## src/sv/sfd_pkg.sv

```systemverilog
`timescale 1ns / 1ps
package sfd_pkg;

	localparam int FRAME_BYTES  = 312;
	localparam int MAX_STEPS    = 40;
	localparam int FIRST_PARSED = 49;
	localparam int KEY_OFFSET   = 8;
	localparam int POS_W        = 10;
	localparam int STEP_W       = 6;

	localparam logic [7:0]  STATUS_ID  = 8'h79;
	localparam logic [15:0] CRC_INIT   = 16'hFFFF;
	localparam logic [15:0] CRC_POLY   = 16'h1021;
	localparam logic [7:0]  STATUS_MIN = 8'd10;

	localparam logic [7:0] KEY_TABLE [64] = '{
		8'h96, 8'h83, 8'h3E, 8'h51, 8'hB1, 8'h49, 8'h08, 8'h98,
		8'h32, 8'h05, 8'h59, 8'h0E, 8'hF9, 8'h44, 8'hC6, 8'h26,
		8'h21, 8'h60, 8'hC2, 8'hEA, 8'h79, 8'h5D, 8'h6D, 8'hA1,
		8'h54, 8'h69, 8'h47, 8'h0C, 8'hDC, 8'hE8, 8'h5C, 8'hF1,
		8'hF7, 8'h76, 8'h82, 8'h7F, 8'h07, 8'h99, 8'hA2, 8'h2C,
		8'h93, 8'h7C, 8'h30, 8'h63, 8'hF5, 8'h10, 8'h2E, 8'h61,
		8'hD0, 8'hBC, 8'hB4, 8'hB6, 8'h06, 8'hAA, 8'hF4, 8'h23,
		8'h78, 8'h6E, 8'h3B, 8'hAE, 8'hBF, 8'h7B, 8'h4C, 8'hC1
	};

	typedef enum logic [2:0] {
		PH_IDLE  = 3'd0,
		PH_HEAD  = 3'd1,
		PH_HUNT  = 3'd2,
		PH_LEN   = 3'd3,
		PH_DATA  = 3'd4,
		PH_CRCLO = 3'd5,
		PH_CRCHI = 3'd6,
		PH_STOP  = 3'd7
	} phase_t;

	// one classified byte as the front hands it to the parser
	typedef struct packed {
		logic             live;
		logic             start;
		logic             last;
		logic [POS_W-1:0] pos;
		logic [7:0]       cbyte;
	} entry_t;

	typedef struct packed {
		logic [7:0] clear_byte;
		logic       in_payload;
		logic       block_end;
		logic [7:0] block_kind;
		logic [7:0] block_size;
		logic       crc_good;
		logic       frame_end;
		logic       frame_good;
	} result_t;

	function automatic logic [7:0] bit_flip(input logic [7:0] v);
		logic [7:0] r;
		for (int i = 0; i < 8; i++) begin
			r[i] = v[7-i];
		end
		return r;
	endfunction

	function automatic logic [15:0] crc_byte(input logic [15:0] crc, input logic [7:0] b);
		logic [15:0] c;
		c = crc ^ {b, 8'h00};
		for (int i = 0; i < 8; i++) begin
			c = c[15] ? ({c[14:0], 1'b0} ^ CRC_POLY) : {c[14:0], 1'b0};
		end
		return c;
	endfunction

endpackage

```

## src/sv/sfd_ifs.sv

```systemverilog
`timescale 1ns / 1ps
interface sfd_in_if;
	logic       valid;
	logic       ready;
	logic [7:0] rx_byte;
	logic       frame_start;
	modport source (output valid, output rx_byte, output frame_start, input ready);
	modport sink (input valid, input rx_byte, input frame_start, output ready);
endinterface

interface sfd_out_if;
	logic       valid;
	logic       ready;
	logic [7:0] clear_byte;
	logic       in_payload;
	logic       block_end;
	logic [7:0] block_kind;
	logic [7:0] block_size;
	logic       crc_good;
	logic       frame_end;
	logic       frame_good;
	modport source (output valid, output clear_byte, output in_payload, output block_end,
		output block_kind, output block_size, output crc_good, output frame_end,
		output frame_good, input ready);
	modport sink (input valid, input clear_byte, input in_payload, input block_end,
		input block_kind, input block_size, input crc_good, input frame_end,
		input frame_good, output ready);
endinterface

```

## src/sv/sfd_queue.sv

```systemverilog
`timescale 1ns / 1ps
module sfd_queue (
	input  logic            clk,
	input  logic            arst_n,
	input  logic            push,
	input  sfd_pkg::entry_t push_entry,
	output logic            not_full,
	input  logic            pop,
	output logic            head_valid,
	output sfd_pkg::entry_t head_entry
);
	import sfd_pkg::*;

	entry_t     slot_q [2];
	logic       wr_ptr_q;
	logic       rd_ptr_q;
	logic [1:0] count_q;

	assign not_full   = (count_q != 2'd2);
	assign head_valid = (count_q != 2'd0);
	assign head_entry = slot_q[rd_ptr_q];

	always_ff @(posedge clk) begin
		if (push) begin
			slot_q[wr_ptr_q] <= push_entry;
		end
	end

	always_ff @(posedge clk or negedge arst_n) begin
		if (!arst_n) begin
			wr_ptr_q <= 1'b0;
			rd_ptr_q <= 1'b0;
			count_q  <= 2'd0;
		end else begin
			if (push) begin
				wr_ptr_q <= ~wr_ptr_q;
			end
			if (pop) begin
				rd_ptr_q <= ~rd_ptr_q;
			end
			case ({push, pop})
				2'b10:   count_q <= count_q + 2'd1;
				2'b01:   count_q <= count_q - 2'd1;
				default: count_q <= count_q;
			endcase
		end
	end
endmodule

```

## src/sv/sfd_front.sv

```systemverilog
`timescale 1ns / 1ps
module sfd_front (
	input  logic            clk,
	input  logic            arst_n,
	sfd_in_if.sink          byte_ch,
	input  logic            queue_ready,
	output logic            push,
	output sfd_pkg::entry_t push_entry
);
	import sfd_pkg::*;

	logic             active_q;
	logic [POS_W-1:0] pos_q;
	logic [POS_W-1:0] pos;
	logic [5:0]       key_idx;
	logic             live;
	logic             last;

	assign byte_ch.ready = queue_ready;
	assign push          = byte_ch.valid & queue_ready;

	always_comb begin
		pos     = byte_ch.frame_start ? '0 : pos_q;
		key_idx = 6'(pos + POS_W'(KEY_OFFSET));
		live    = byte_ch.frame_start | active_q;
		last    = live & (pos == POS_W'(FRAME_BYTES - 1));
		push_entry.live  = live;
		push_entry.start = byte_ch.frame_start;
		push_entry.last  = last;
		push_entry.pos   = pos;
		push_entry.cbyte = bit_flip(byte_ch.rx_byte) ^ KEY_TABLE[key_idx];
	end

	always_ff @(posedge clk or negedge arst_n) begin
		if (!arst_n) begin
			active_q <= 1'b0;
			pos_q    <= '0;
		end else if (push && live) begin
			if (last) begin
				active_q <= 1'b0;
				pos_q    <= '0;
			end else begin
				active_q <= 1'b1;
				pos_q    <= pos + POS_W'(1);
			end
		end
	end
endmodule

```

## src/sv/sfd_back.sv

```systemverilog
`timescale 1ns / 1ps
module sfd_back (
	input  logic             clk,
	input  logic             arst_n,
	input  logic             head_valid,
	input  sfd_pkg::entry_t  head_entry,
	output logic             pop,
	output logic             out_valid,
	input  logic             out_ready,
	output sfd_pkg::result_t out_result
);
	import sfd_pkg::*;

	phase_t            phase_q, phase_n;
	logic [15:0]       crc_q, crc_n;
	logic [7:0]        kind_q, kind_n;
	logic [7:0]        size_q, size_n;
	logic [7:0]        idx_q, idx_n;
	logic [7:0]        crclo_q, crclo_n;
	logic [STEP_W-1:0] step_q, step_n;
	logic              status_q, status_n;
	logic              idchar_q, idchar_n;
	logic              pend_q, pend_n;

	logic              valid_q;
	result_t           result_q;
	result_t           res;

	// candidate id evaluation, shared by hunt and length slip
	phase_t            cand_phase;
	logic [STEP_W-1:0] cand_step;
	logic              cand_status;
	logic              cand_kind_ld;

	logic [7:0]        c;
	logic [POS_W:0]    p_ext;
	logic              crc_match;

	assign c     = head_entry.cbyte;
	assign p_ext = {1'b0, head_entry.pos};
	assign pop   = head_valid & (~valid_q | out_ready);

	assign out_valid  = valid_q;
	assign out_result = result_q;

	always_comb begin
		cand_phase   = PH_HUNT;
		cand_step    = step_q;
		cand_status  = 1'b0;
		cand_kind_ld = 1'b0;
		if (step_q >= STEP_W'(MAX_STEPS)) begin
			cand_phase = PH_STOP;
		end else begin
			cand_step = step_q + STEP_W'(1);
			if (c == 8'd0) begin
				cand_phase = PH_HUNT;
			end else begin
				cand_status = (c == STATUS_ID);
				if (p_ext + (POS_W+1)'(4) > (POS_W+1)'(FRAME_BYTES)) begin
					cand_phase = PH_STOP;
				end else begin
					cand_phase   = PH_LEN;
					cand_kind_ld = 1'b1;
				end
			end
		end
	end

	assign crc_match = ({c, crclo_q} == crc_q);

	always_comb begin
		phase_n  = phase_q;
		crc_n    = crc_q;
		kind_n   = kind_q;
		size_n   = size_q;
		idx_n    = idx_q;
		crclo_n  = crclo_q;
		step_n   = step_q;
		status_n = status_q;
		idchar_n = idchar_q;
		pend_n   = pend_q;
		res      = '0;
		if (head_entry.live && head_entry.start) begin
			// new frame, position zero is always a header byte
			phase_n        = PH_HEAD;
			crc_n          = CRC_INIT;
			kind_n         = '0;
			size_n         = '0;
			idx_n          = '0;
			crclo_n        = '0;
			step_n         = '0;
			status_n       = 1'b0;
			idchar_n       = 1'b0;
			pend_n         = 1'b0;
			res.clear_byte = c;
		end else if (head_entry.live) begin
			res.clear_byte = c;
			case (phase_q)
				PH_HEAD: begin
					if (head_entry.pos >= POS_W'(FIRST_PARSED - 1)) begin
						phase_n = PH_HUNT;
					end
				end
				PH_HUNT: begin
					phase_n  = cand_phase;
					step_n   = cand_step;
					status_n = status_q | cand_status;
					if (cand_kind_ld) begin
						kind_n = c;
					end
				end
				PH_LEN: begin
					if (c == 8'd0 ||
						p_ext + (POS_W+1)'(c) + (POS_W+1)'(3) > (POS_W+1)'(FRAME_BYTES)) begin
						// slip: the length byte becomes the next id candidate
						phase_n  = cand_phase;
						step_n   = cand_step;
						status_n = status_q | cand_status;
						if (cand_kind_ld) begin
							kind_n = c;
						end
					end else begin
						size_n  = c;
						idx_n   = '0;
						crc_n   = CRC_INIT;
						pend_n  = 1'b0;
						phase_n = PH_DATA;
					end
				end
				PH_DATA: begin
					res.in_payload = 1'b1;
					res.block_kind = kind_q;
					res.block_size = size_q;
					crc_n          = crc_byte(crc_q, c);
					if (idx_q == 8'd2) begin
						pend_n = (c != 8'd0);
					end
					idx_n = idx_q + 8'd1;
					if (idx_q + 8'd1 >= size_q) begin
						phase_n = PH_CRCLO;
					end
				end
				PH_CRCLO: begin
					res.block_kind = kind_q;
					res.block_size = size_q;
					crclo_n        = c;
					phase_n        = PH_CRCHI;
				end
				PH_CRCHI: begin
					res.block_end  = 1'b1;
					res.block_kind = kind_q;
					res.block_size = size_q;
					res.crc_good   = crc_match;
					if (crc_match && kind_q == STATUS_ID && size_q >= STATUS_MIN) begin
						idchar_n = pend_q;
					end
					phase_n = PH_HUNT;
				end
				default: begin
				end
			endcase
			if (head_entry.last) begin
				res.frame_end  = 1'b1;
				res.frame_good = status_n & idchar_n;
				phase_n        = PH_IDLE;
			end
		end
	end

	always_ff @(posedge clk or negedge arst_n) begin
		if (!arst_n) begin
			phase_q  <= PH_IDLE;
			crc_q    <= CRC_INIT;
			kind_q   <= '0;
			size_q   <= '0;
			idx_q    <= '0;
			crclo_q  <= '0;
			step_q   <= '0;
			status_q <= 1'b0;
			idchar_q <= 1'b0;
			pend_q   <= 1'b0;
		end else if (pop) begin
			phase_q  <= phase_n;
			crc_q    <= crc_n;
			kind_q   <= kind_n;
			size_q   <= size_n;
			idx_q    <= idx_n;
			crclo_q  <= crclo_n;
			step_q   <= step_n;
			status_q <= status_n;
			idchar_q <= idchar_n;
			pend_q   <= pend_n;
		end
	end

	always_ff @(posedge clk or negedge arst_n) begin
		if (!arst_n) begin
			valid_q <= 1'b0;
		end else if (pop) begin
			valid_q <= 1'b1;
		end else if (out_ready) begin
			valid_q <= 1'b0;
		end
	end

	always_ff @(posedge clk) begin
		if (pop) begin
			result_q <= res;
		end
	end
endmodule

```

## src/sv/sonde_frame_block_deframer_core.sv

```systemverilog
`timescale 1ns / 1ps
// Frame deframer: takes one byte per cycle while the queue has room and gives one result
// per byte, in order, held in the queue, then in the result register. The front
// bit-reverses and descrambles each byte and tags it with its frame position; a two-entry
// queue hands it to the block parser, whose byte-wide CRC update and id/length checks set
// the one-byte-per-cycle pace. Bytes outside a frame come back with every field zero, and
// frame_start at any time starts a new frame. No clearing pass follows reset.
module sonde_frame_block_deframer_core (
	input logic        clk,
	input logic        arst_n,
	sfd_in_if.sink     byte_ch,
	sfd_out_if.source  result_ch
);
	import sfd_pkg::*;

	logic    push;
	entry_t  push_entry;
	logic    queue_ready;
	logic    pop;
	logic    head_valid;
	entry_t  head_entry;
	result_t res;

	sfd_front u_front (
		.clk         (clk),
		.arst_n      (arst_n),
		.byte_ch     (byte_ch),
		.queue_ready (queue_ready),
		.push        (push),
		.push_entry  (push_entry)
	);

	sfd_queue u_queue (
		.clk        (clk),
		.arst_n     (arst_n),
		.push       (push),
		.push_entry (push_entry),
		.not_full   (queue_ready),
		.pop        (pop),
		.head_valid (head_valid),
		.head_entry (head_entry)
	);

	sfd_back u_back (
		.clk        (clk),
		.arst_n     (arst_n),
		.head_valid (head_valid),
		.head_entry (head_entry),
		.pop        (pop),
		.out_valid  (result_ch.valid),
		.out_ready  (result_ch.ready),
		.out_result (res)
	);

	assign result_ch.clear_byte = res.clear_byte;
	assign result_ch.in_payload = res.in_payload;
	assign result_ch.block_end  = res.block_end;
	assign result_ch.block_kind = res.block_kind;
	assign result_ch.block_size = res.block_size;
	assign result_ch.crc_good   = res.crc_good;
	assign result_ch.frame_end  = res.frame_end;
	assign result_ch.frame_good = res.frame_good;
endmodule

```

## src/flat_wrapper.sv

```systemverilog
// flat-port wrapper written by rule: the top's interface ports become plain ports
module sonde_frame_block_deframer_core_flat import sfd_pkg::*;
  (clk, arst_n, byte_ch_valid, byte_ch_rx_byte, byte_ch_frame_start, byte_ch_ready, result_ch_valid, result_ch_clear_byte, result_ch_in_payload, result_ch_block_end, result_ch_block_kind, result_ch_block_size, result_ch_crc_good, result_ch_frame_end, result_ch_frame_good, result_ch_ready);
  sfd_in_if byte_ch_i ();
  sfd_out_if result_ch_i ();
  input logic clk;
  input logic arst_n;
  input wire logic [$bits(byte_ch_i.valid)-1:0] byte_ch_valid;
  input wire logic [$bits(byte_ch_i.rx_byte)-1:0] byte_ch_rx_byte;
  input wire logic [$bits(byte_ch_i.frame_start)-1:0] byte_ch_frame_start;
  output wire logic [$bits(byte_ch_i.ready)-1:0] byte_ch_ready;
  output wire logic [$bits(result_ch_i.valid)-1:0] result_ch_valid;
  output wire logic [$bits(result_ch_i.clear_byte)-1:0] result_ch_clear_byte;
  output wire logic [$bits(result_ch_i.in_payload)-1:0] result_ch_in_payload;
  output wire logic [$bits(result_ch_i.block_end)-1:0] result_ch_block_end;
  output wire logic [$bits(result_ch_i.block_kind)-1:0] result_ch_block_kind;
  output wire logic [$bits(result_ch_i.block_size)-1:0] result_ch_block_size;
  output wire logic [$bits(result_ch_i.crc_good)-1:0] result_ch_crc_good;
  output wire logic [$bits(result_ch_i.frame_end)-1:0] result_ch_frame_end;
  output wire logic [$bits(result_ch_i.frame_good)-1:0] result_ch_frame_good;
  input wire logic [$bits(result_ch_i.ready)-1:0] result_ch_ready;
  assign byte_ch_i.valid = byte_ch_valid;
  assign byte_ch_i.rx_byte = byte_ch_rx_byte;
  assign byte_ch_i.frame_start = byte_ch_frame_start;
  assign byte_ch_ready = byte_ch_i.ready;
  assign result_ch_valid = result_ch_i.valid;
  assign result_ch_clear_byte = result_ch_i.clear_byte;
  assign result_ch_in_payload = result_ch_i.in_payload;
  assign result_ch_block_end = result_ch_i.block_end;
  assign result_ch_block_kind = result_ch_i.block_kind;
  assign result_ch_block_size = result_ch_i.block_size;
  assign result_ch_crc_good = result_ch_i.crc_good;
  assign result_ch_frame_end = result_ch_i.frame_end;
  assign result_ch_frame_good = result_ch_i.frame_good;
  assign result_ch_i.ready = result_ch_ready;
  sonde_frame_block_deframer_core u_core (.clk(clk), .arst_n(arst_n), .byte_ch(byte_ch_i), .result_ch(result_ch_i));
endmodule
```

## config.mk

```make
export PLATFORM = sky130hd
export DESIGN_NAME = sonde_frame_block_deframer_core_flat
export DESIGN_NICKNAME = d
export VERILOG_FILES = /design/src/sv/sfd_pkg.sv /design/src/sv/sfd_ifs.sv /design/src/sv/sfd_queue.sv /design/src/sv/sfd_front.sv /design/src/sv/sfd_back.sv /design/src/sv/sonde_frame_block_deframer_core.sv /design/src/flat_wrapper.sv
export SDC_FILE = /design/constraint.sdc
export NUM_CORES = 1
export LEC_CHECK = 0
export BUFFER_PORTS_ARGS = -buffer_cell sky130_fd_sc_hd__buf_2
export CAP_MARGIN = 10
export CORE_MARGIN = 2
export CORE_UTILIZATION = 55
export CTS_BUF_LIST = sky130_fd_sc_hd__clkbuf_4 sky130_fd_sc_hd__clkbuf_8 sky130_fd_sc_hd__clkbuf_16
export CTS_CLUSTER_SIZE = 28
export DETAILED_ROUTE_END_ITERATION = 16
export GPL_TIMING_DRIVEN = 0
export PLACE_DENSITY = 0.73
export SLEW_MARGIN = 40
export SYNTH_ARGS = -nofsm -noshare
export SYNTH_HDL_FRONTEND = slang
export SYNTH_SLANG_ARGS = --single-unit
```

## constraint.sdc

```tcl
create_clock -name clk -period 5.57 [get_ports clk]
set_input_delay 1.114 -clock clk [delete_from_list [all_inputs] [get_ports clk]]
set_output_delay 1.114 -clock clk [all_outputs]
set_load 0.1 [all_outputs]
```

==> results of run 1 <==
==> cell families after synthesis <==
logic type      Yosys count  share of synthesized area
simple gates            295                      0.163
fa+ha+maj                45                     0.0635
buf+inv                 102                     0.0464
compound gates          202                      0.150
xor+xnor                 59                     0.0575
mux                      52                     0.0680
flops                   147                      0.451
==> state kept, by name, summed over array words and instances (netlist names) <==
register                  cells
u_core.u_back.kind_q          8
u_core.u_back.out_result     29
u_core.u_back.status_q        1
u_core.u_front.active_q       1
u_core.u_queue.count_q        2
u_core.u_back.size_q          8
u_core.u_back.step_q          6
u_core.u_front.pos_q         10
u_core.u_back.idchar_q        1
u_core.u_back.pend_q          1
u_core.u_queue.slot_q        42
u_core.u_back.idx_q           8
u_core.u_back.crc_q          16
u_core.u_queue.wr_ptr_q       1
u_core.u_back.crclo_q         8
u_core.u_queue.rd_ptr_q       1
u_core.u_back.out_valid       1
u_core.u_back.phase_q         3
==> worst min path at each step <==
stage / from / end / slack, ns
finish: u_core.u_back.idchar_q / u_core.u_back.idchar_q / 0.49
detailed placement: u_core.u_back.idchar_q / u_core.u_back.idchar_q / 0.47
global route: u_core.u_back.step_q[5] / u_core.u_back.step_q[5] / 0.52
CTS: u_core.u_back.idchar_q / u_core.u_back.idchar_q / 0.48
floorplan: u_core.u_back.idchar_q / u_core.u_back.idchar_q / 0.45
global placement: u_core.u_back.idchar_q / u_core.u_back.idchar_q / 0.46
==> power by group through the flow <==
stage,Combinational [mW],Sequential [mW],Clock (mW)
after detailed placement,3.41,1.76,0
after CTS,3.45,1.75,1.14
final,3.49,1.75,1.13
after global placement,3.32,1.76,0
after global routing,3.77,1.79,1.19
after floorplan,2.09,2.29,0
==> per-stage QoR <==
stage | hold WS (ns) | worst slack, ns | cells | power (mW) | area (um2)
finish | 0.486 | 0.681 | 1197 | 6.37 | 10200
CTS | 0.485 | 0.723 | 1197 | 6.33 | 10200
detailed placement | 0.470 | 0.800 | 1165 | 5.17 | 9580
floorplan | 0.449 | 1.43 | 902 | 4.39 | 8980
global placement | 0.461 | 0.194 | 1161 | 5.08 | 9470
global route | 0.521 | 0.336 | 1197 | 6.74 | 10200
==> synthesized netlist by cell type (all sizes together), types with 4 or more instances <==
cell      n  share of area
o31ai     4         0.0033
xnor2    44          0.043
a211oi    7         0.0059
and3      4         0.0028
inv      55          0.023
nand2    80          0.033
ha       44          0.061
o21a     19          0.016
a21oi    41          0.023
nor2     66          0.028
a221oi    4         0.0039
nand4    10         0.0070
a31oi    10         0.0086
buf       9         0.0075
o211ai    6         0.0050
or3       6         0.0042
mux2i    44          0.055
edfxtp   71           0.24
nand2b   17          0.012
dfrtp    60           0.17
o2bb2ai   8         0.0078
nand3    34          0.020
dfstp    16          0.047
nor2b    15          0.010
xor2     15          0.015
a22oi     6         0.0050
mux2      6         0.0075
nor3b     5         0.0042
nor3     21          0.012
o21ai    61          0.034
clkbuf   38          0.016
and2     18          0.013
nor4      9         0.0077
==> critical path, stage by stage (launching register included) <==
cell and delay, ns:
dfrtp_1 0.34, buf_6 0.16, buf_2 0.24, buf_2 0.31, mux2i_1 0.30, inv_1 0.15, ha_1 0.35, inv_1 0.08
fa_1 0.46, nand2b_1 0.17, a21oi_1 0.36, o311a_1 0.20, o21ai_0 0.08, a21boi_0 0.44, o2111ai_1 0.39, a31oi_4 0.42
buf_4 0.23, o21ai_0 0.09
==> metal layers <==
| metal | vias up | track usage |
|---|---|---|
| li1 | 3384 | - |
| met5 | - | 0 |
| met3 | 52 | 0.0604 |
| met4 | 0 | 0.103 |
| met1 | 3388 | 0.357 |
| met2 | 294 | 0.417 |
==> area by class of cell <==
class | count | area, um2 | area share
buffer | 47 | 210 | 0.0207
clock buffer | 18 | 433 | 0.0426
clock inverter | 14 | 143 | 0.0140
inverter | 55 | 206 | 0.0203
multi-input combinational | 653 | 4540 | 0.447
sequential | 147 | 4050 | 0.399
tap | 216 | 270 | 0.0266
timing repair buffer | 47 | 307 | 0.0302
==> impl_metrics.toml, run 1 <==
[status]
outcome = "finished, final reports clean"

[synthesis]
synth_area_um2 = 8980
synth_edf_count = 71
avgSynthCellArea_um2 = 9.96
synthArstFlopShare = 0.517
ys_warn_count = 0
synth_ff_type = "edfxtp_1"
synth_fp_nets = 960
syn_inst = 902
synth-seq-cells = 147
synth-seq-area-share = 0.451
yosysUniqueCellTypes = 74

[finish]
diodes = 0
nFillCells = 1325
final_net_count = 1026
syn2layout_area_growth_pct = 13.2
mostFrequentLayoutCell = "nand2_1"
final_cell_mix = "80 x nand2_1, 71 x edfxtp_1, 64 x nor2_1"
fin_util = 0.637
drive_gt1_frac = 0.134

[grt]
track_usage = 0.264
grt_max_degree = 52
grt_pass1_vias = 6938
antenna_found_initial = 0
grt_pass1_wl_mm = 36.2
overflow = 0

[clocking]
tritoncts = "built"
clk_latency_ns = 0.44
cts_sinks = 147
post-cts-setup-buffers = 0
cts_buffers = 17
htreeDepth = 4
cts_hold_buf = 0
clockBufferDepth = 2
clk_pin_slew_ns = 0.07
postCtsResizedCells = 0
root_buffer = "clkbuf_16"

[timing]
fmax_mhz = 205
fin_setup_tns_ns = 0
min_period_ns = 4.89
maxSlewViolCount = 0
tightestPinTransition_ns = 0.942
skew_ns = 0.0130
rsz0062_at_grt = "no"
period_share = 0.878
slew_headroom = 0.367
setup_viol = 0
hold_viol_final = 0

[pwr]
p_int_mw = 3.32
switchingPower_mw = 3.05
p_leak_nw = 4.11
peakVddDrop_mv = 0.414
power_frac_comb = 0.548
p_seq_frac = 0.274
p_sw_frac = 0.479
cellPowerDensity_nw_per_um2 = 627
p_clk_frac = 0.178

[drt]
wl_met2_mm = 10.3
dr.pass1.iters = 5
wl_mm = 22.3
dr_wl_met3_mm = 1.64
via_per_inst = 5.95
detailroute.via_count = 7118
drcViolationCount = 0
drt_iter0_drc = 583
wire_per_inst_um = 18.7
wl_met1_mm = 9.74
postRouteAntennaNets = 0
top_layer = "met4"

[die]
die_w_um = 132
design.core.area_um2 = 15900
die_area_um2 = 17400
rows = 46
io_pins = 44
die_y_um = 132
initial_core_util = 0.563

[placement]
hpwlAfterDp_mm = 16.3
globalplace.congestion = 0.958
numPortBuffers = 43

[worst_hold_path]
min_path_type = "register to register"
holdPathStages = 2

[worst_setup_path]
r2r_slack_ns = 0.68
critPathKind = "register to register"
cp.arrival_ns = 5.20
r2r_end = "u_core.u_back.idx_q[4]"
cp-endpoint = "u_core.u_back.idx_q[4]"
worst_setup_path_start_kind = "register"
timing.rr.start = "u_core.u_queue.rd_ptr_q"
cp.required_ns = 5.88
reg2regPathDepth = 17
cp_max_fo = 10
cp-startpoint = "u_core.u_queue.rd_ptr_q"
worst_setup_path_end_kind = "register"

[run]
max_cap_violations = 0
Power figures use the tool's default switching activity.
==> run 2: changes to the inputs <==
Settings changed: BUFFER_PORTS_ARGS -buffer_cell sky130_fd_sc_hd__buf_2 to -buffer_cell sky130_fd_sc_hd__buf_4.
==> run 2 against run 1 <==
Effect of this change:
- first-iteration DRC count is 2.9% lower
- critical path type unchanged
- register-to-register slack hardly changed
- sequential power hardly changed
==> impl_metrics.toml, run 2 (same netlist as run 1, synthesis figures left out) <==
[status]
outcome = "finished, final reports clean"

[placement]
hpwlAfterDp_mm = 16.6
numPortBuffers = 43
globalplace.congestion = 0.939

[drt]
detailroute.via_count = 7144
drt_iter0_drc = 566
postRouteAntennaNets = 0
via_per_inst = 5.97
wire_per_inst_um = 19.1
wl_mm = 22.9
drcViolationCount = 0
dr.pass1.iters = 7

[timing]
min_period_ns = 4.89
hold_viol_final = 0
skew_ns = 0.0101
tightestPinTransition_ns = 0.898
fin_setup_tns_ns = 0
setup_viol = 0
slew_headroom = 0.395
period_share = 0.879
maxSlewViolCount = 0
rsz0062_at_grt = "no"
fmax_mhz = 204

[finish]
final_cell_mix = "80 x nand2_1, 71 x edfxtp_1, 64 x nor2_1"
largest_register = "u_core.u_queue.slot_q"
largest_reg_flops = 42
drive_gt1_frac = 0.134
final_net_count = 1025
fin_util = 0.646
mostFrequentLayoutCell = "nand2_1"
syn2layout_area_growth_pct = 14.7
nFillCells = 1294

[worst_setup_path]
cp.arrival_ns = 5.20
cp.required_ns = 5.87
worst_setup_path_end_kind = "register"
worst_setup_path_start_kind = "register"
cp_max_fo = 10
critPathKind = "register to register"

[clocking]
root_buffer = "clkbuf_16"
cts_sinks = 147
cts_hold_buf = 0
clk_latency_ns = 0.43
postCtsResizedCells = 0
cts_buffers = 17
clk_pin_slew_ns = 0.07
htreeDepth = 4
tritoncts = "built"
clockBufferDepth = 2
post-cts-setup-buffers = 0

[die]
io_pins = 44
rows = 46
initial_core_util = 0.563
die_y_um = 132
design.core.area_um2 = 15900
die_w_um = 132
die_area_um2 = 17400

[pwr]
peakVddDrop_mv = 0.343
p_leak_nw = 4.16
cellPowerDensity_nw_per_um2 = 633

[grt]
grt_pass1_wl_mm = 35.9
track_usage = 0.266
grt_max_degree = 77
antenna_found_initial = 0
grt_pass1_vias = 6749
overflow = 0

[worst_hold_path]
min_path_type = "register to register"

[run]
max_cap_violations = 0
run 2: path summary, 6_finish.rpt:
check	from	end	slack [ns]	cells past startpoint
min in group asynchronous	arst_n	u_core.u_back.size_q[6]	0.72	1
hold reg to reg	u_core.u_queue.count_q[1]	u_core.u_queue.count_q[1]	0.51	1
hold / removal	u_core.u_queue.count_q[1]	u_core.u_queue.count_q[1]	0.51	1
setup / recovery	u_core.u_queue.rd_ptr_q	u_core.u_back.idx_q[5]	0.68	17
max in group asynchronous	arst_n	u_core.u_front.pos_q[5]	4.35	1
setup reg to reg	u_core.u_queue.rd_ptr_q	u_core.u_back.idx_q[5]	0.68	17
run 2: worst max-delay path, stage by stage (launching register included):
cell and delay [ns]:
dfrtp_1 0.34, buf_6 0.17, buf_2 0.24, buf_2 0.32
mux2i_1 0.31, inv_1 0.12, ha_1 0.33, inv_1 0.07
fa_1 0.45, nand2b_1 0.19, a21oi_1 0.36, o311a_1 0.20
o21ai_0 0.09, a21boi_0 0.44, o2111ai_1 0.40, a31oi_4 0.42
buf_4 0.24, a31oi_1 0.09
run 2: power breakdown:
part / internal [mW] / switching, mW / total, mW
sequential: 1.55 / 0.207 / 1.75
combinational: 1.19 / 2.37 / 3.55
clock: 0.732 / 0.475 / 1.21
run 2: metrics by stage:
stage / total power [mW] / area [um2] / cells / hold slack (ns) / setup slack [ns]
floorplan: 4.39 / 8980 / 902 / 0.449 / 1.43
global placement: 5.15 / 9570 / 1161 / 0.462 / 0.147
detailed placement: 5.25 / 9660 / 1164 / 0.497 / 0.744
CTS: 6.48 / 10300 / 1196 / 0.510 / 0.727
global route: 6.87 / 10300 / 1196 / 0.521 / 0.379
finish: 6.51 / 10300 / 1197 / 0.512 / 0.675
run 2: per-layer routing:
layer,global-route usage,share of wire,up-vias
met5,0,0,-
met4,0.109,0.030,0
met3,0.0519,0.069,53
met2,0.427,0.47,298
met1,0.355,0.43,3414
li1,-,-,3379
run 2: area by class of cell:
type                    count  area, um2  area share
clock buffers              21        490      0.0476
diodes                      1       2.50    0.000243
inverters                  55        206      0.0200
well taps                 216        270      0.0262
clock inverters            11        135      0.0131
plain buffers              47        210      0.0204
flip-flops and latches    147       4050       0.394
repair buffers             46        384      0.0373
multi-input cells         653       4550       0.441
==> run 3: changes to the inputs <==
Settings changed: CORE_MARGIN 2 to not set, HOLD_SLACK_MARGIN set to 0.1.
Clock period 5.57 ns to 5.64 ns, I/O delays scaled along.
==> run 3 against run 2 <==
Effect of this change:
- setup slack better by 0.23 ns
- count of clock-buffer cells in the layout is 2 lower
- largest cell class unchanged
- cell count hardly changed
- global-route usage is 2.2 points higher
- core utilization is 0.061 points higher
- combinational power is 3% lower
- wire length is 0.47% lower
- total power is 2.1% lower
- via count is 0.60% lower
- worst hold slack worse by 0.026 ns
- non-clock buffer count stayed put
==> impl_metrics.toml, run 3 (same netlist as run 1, synthesis figures left out) <==
[die]
die_w_um = 130
die_area_um2 = 16800
rows = 46
design.core.area_um2 = 15900
die_y_um = 130
initial_core_util = 0.565
io_pins = 44

[timing]
tightestPinTransition_ns = 0.872
maxSlewViolCount = 0
skew_ns = 0.0103
period_share = 0.839
fmax_mhz = 211
min_period_ns = 4.73
hold_viol_final = 0
rsz0062_at_grt = "no"
setup_viol = 0
slew_headroom = 0.416
fin_setup_tns_ns = 0

[grt]
track_usage = 0.287
overflow = 0
grt_pass1_vias = 6733
grt_max_degree = 77
grt_pass1_wl_mm = 36.2
antenna_found_initial = 0

[drt]
wire_per_inst_um = 19.1
dr.pass1.iters = 6
drcViolationCount = 0
wl_mm = 22.8
via_per_inst = 5.94
drt_iter0_drc = 487
postRouteAntennaNets = 0
detailroute.via_count = 7101

[finish]
mostFrequentLayoutCell = "nand2_1"
syn2layout_area_growth_pct = 14.4
largest_register = "u_core.u_queue.slot_q"
drive_gt1_frac = 0.129
largest_reg_flops = 42
final_cell_mix = "80 x nand2_1, 71 x edfxtp_1, 65 x nor2_1"
postLayoutCellArea_um2 = 10300
final_net_count = 1025
diodes = 0

[status]
outcome = "finished, final reports clean"

[placement]
numPortBuffers = 43
globalplace.congestion = 0.998
hpwlAfterDp_mm = 16.7
place_area_um2 = 9650

[clocking]
clk_latency_ns = 0.43
tritoncts = "built"
root_buffer = "clkbuf_16"
htreeDepth = 4
postCtsResizedCells = 0
post-cts-setup-buffers = 0
clk_pin_slew_ns = 0.06
cts_sinks = 147
clockBufferDepth = 2
cts_buffers = 17
cts_hold_buf = 0

[worst_setup_path]
worst_setup_path_start_kind = "register"
worst_setup_path_end_kind = "register"
cp.required_ns = 5.93
cp.arrival_ns = 5.03
cp-startpoint = "u_core.u_queue.rd_ptr_q"
timing.rr.start = "u_core.u_queue.rd_ptr_q"
cp_max_fo = 10
critPathKind = "register to register"

[pwr]
p_leak_nw = 4.15
cellPowerDensity_nw_per_um2 = 621
peakVddDrop_mv = 0.319

[worst_hold_path]
min-delay-start = "u_core.u_back.idchar_q"
min_path_type = "register to register"

[run]
max_cap_violations = 0
[run 3: cell count changes in the layout (fill, tap and decap cells not counted), moves of 2 or more]
cell	change
bufinv_16	+2
inv_6	-2
clkinv_1	+2
clkbuf_16	-2
[run 3: path summary, 6_finish.rpt]
path / slack [ns] / to / cells after the start
worst max-delay path: 0.91 / u_core.u_back.idx_q[7] / 18
worst min-delay path: 0.49 / u_core.u_back.idchar_q / 2
worst max register to register: 0.91 / u_core.u_back.idx_q[7] / 18
worst min register to register: 0.49 / u_core.u_back.idchar_q / 2
max in group asynchronous: 4.40 / u_core.u_back.kind_q[7] / 1
min in group asynchronous: 0.72 / u_core.u_queue.count_q[1] / 1
[run 3: metal layers]
metal	share of wire	GRT usage
met2	0.51	0.498
met5	0	0
met4	0.034	0.129
met1	0.40	0.352
met3	0.055	0.0488
[run 3: metrics by stage]
step	util	worst slack [ns]	instances	power, mW	hold slack [ns]
after floorplan	-	1.49	902	4.33	0.449
after global placement	0.603	0.205	1161	5.07	0.462
after detailed placement	0.607	0.873	1164	5.15	0.471
after CTS	0.647	0.937	1196	6.36	0.485
after global routing	0.647	0.508	1196	6.74	0.508
final	0.647	0.906	1196	6.38	0.486
[run 3: report_power, final]
group | internal [mW] | leakage (nW) | switching [mW]
Combinational | 1.16 | 2.19 | 2.29
Clock | 0.751 | 0.309 | 0.445
Sequential | 1.53 | 1.65 | 0.209
[run 3: cell type report]
class | instances | area (um2)
Sequential cell | 147 | 4050
Timing Repair Buffer | 46 | 372
Clock buffer | 19 | 440
Inverter | 55 | 206
Fill cell | 1312 | 5610
Multi-Input combinational cell | 653 | 4530
Tap cell | 216 | 270
Clock inverter | 13 | 184
Buffer | 47 | 210
[run 3: worst max-delay path, stage by stage (launching register included)]
cell       delay [ns]
dfrtp_1          0.34
buf_6            0.17
buf_2            0.24
buf_2            0.30
mux2i_1          0.26
ha_1             0.26
inv_1            0.07
ha_1             0.19
inv_1            0.06
fa_1             0.40
nand2b_1         0.18
a21oi_1          0.34
o311a_1          0.19
o21ai_0          0.07
a21boi_0         0.41
o2111ai_1        0.37
a31oi_4          0.43
buf_4            0.23
o21ai_0          0.10
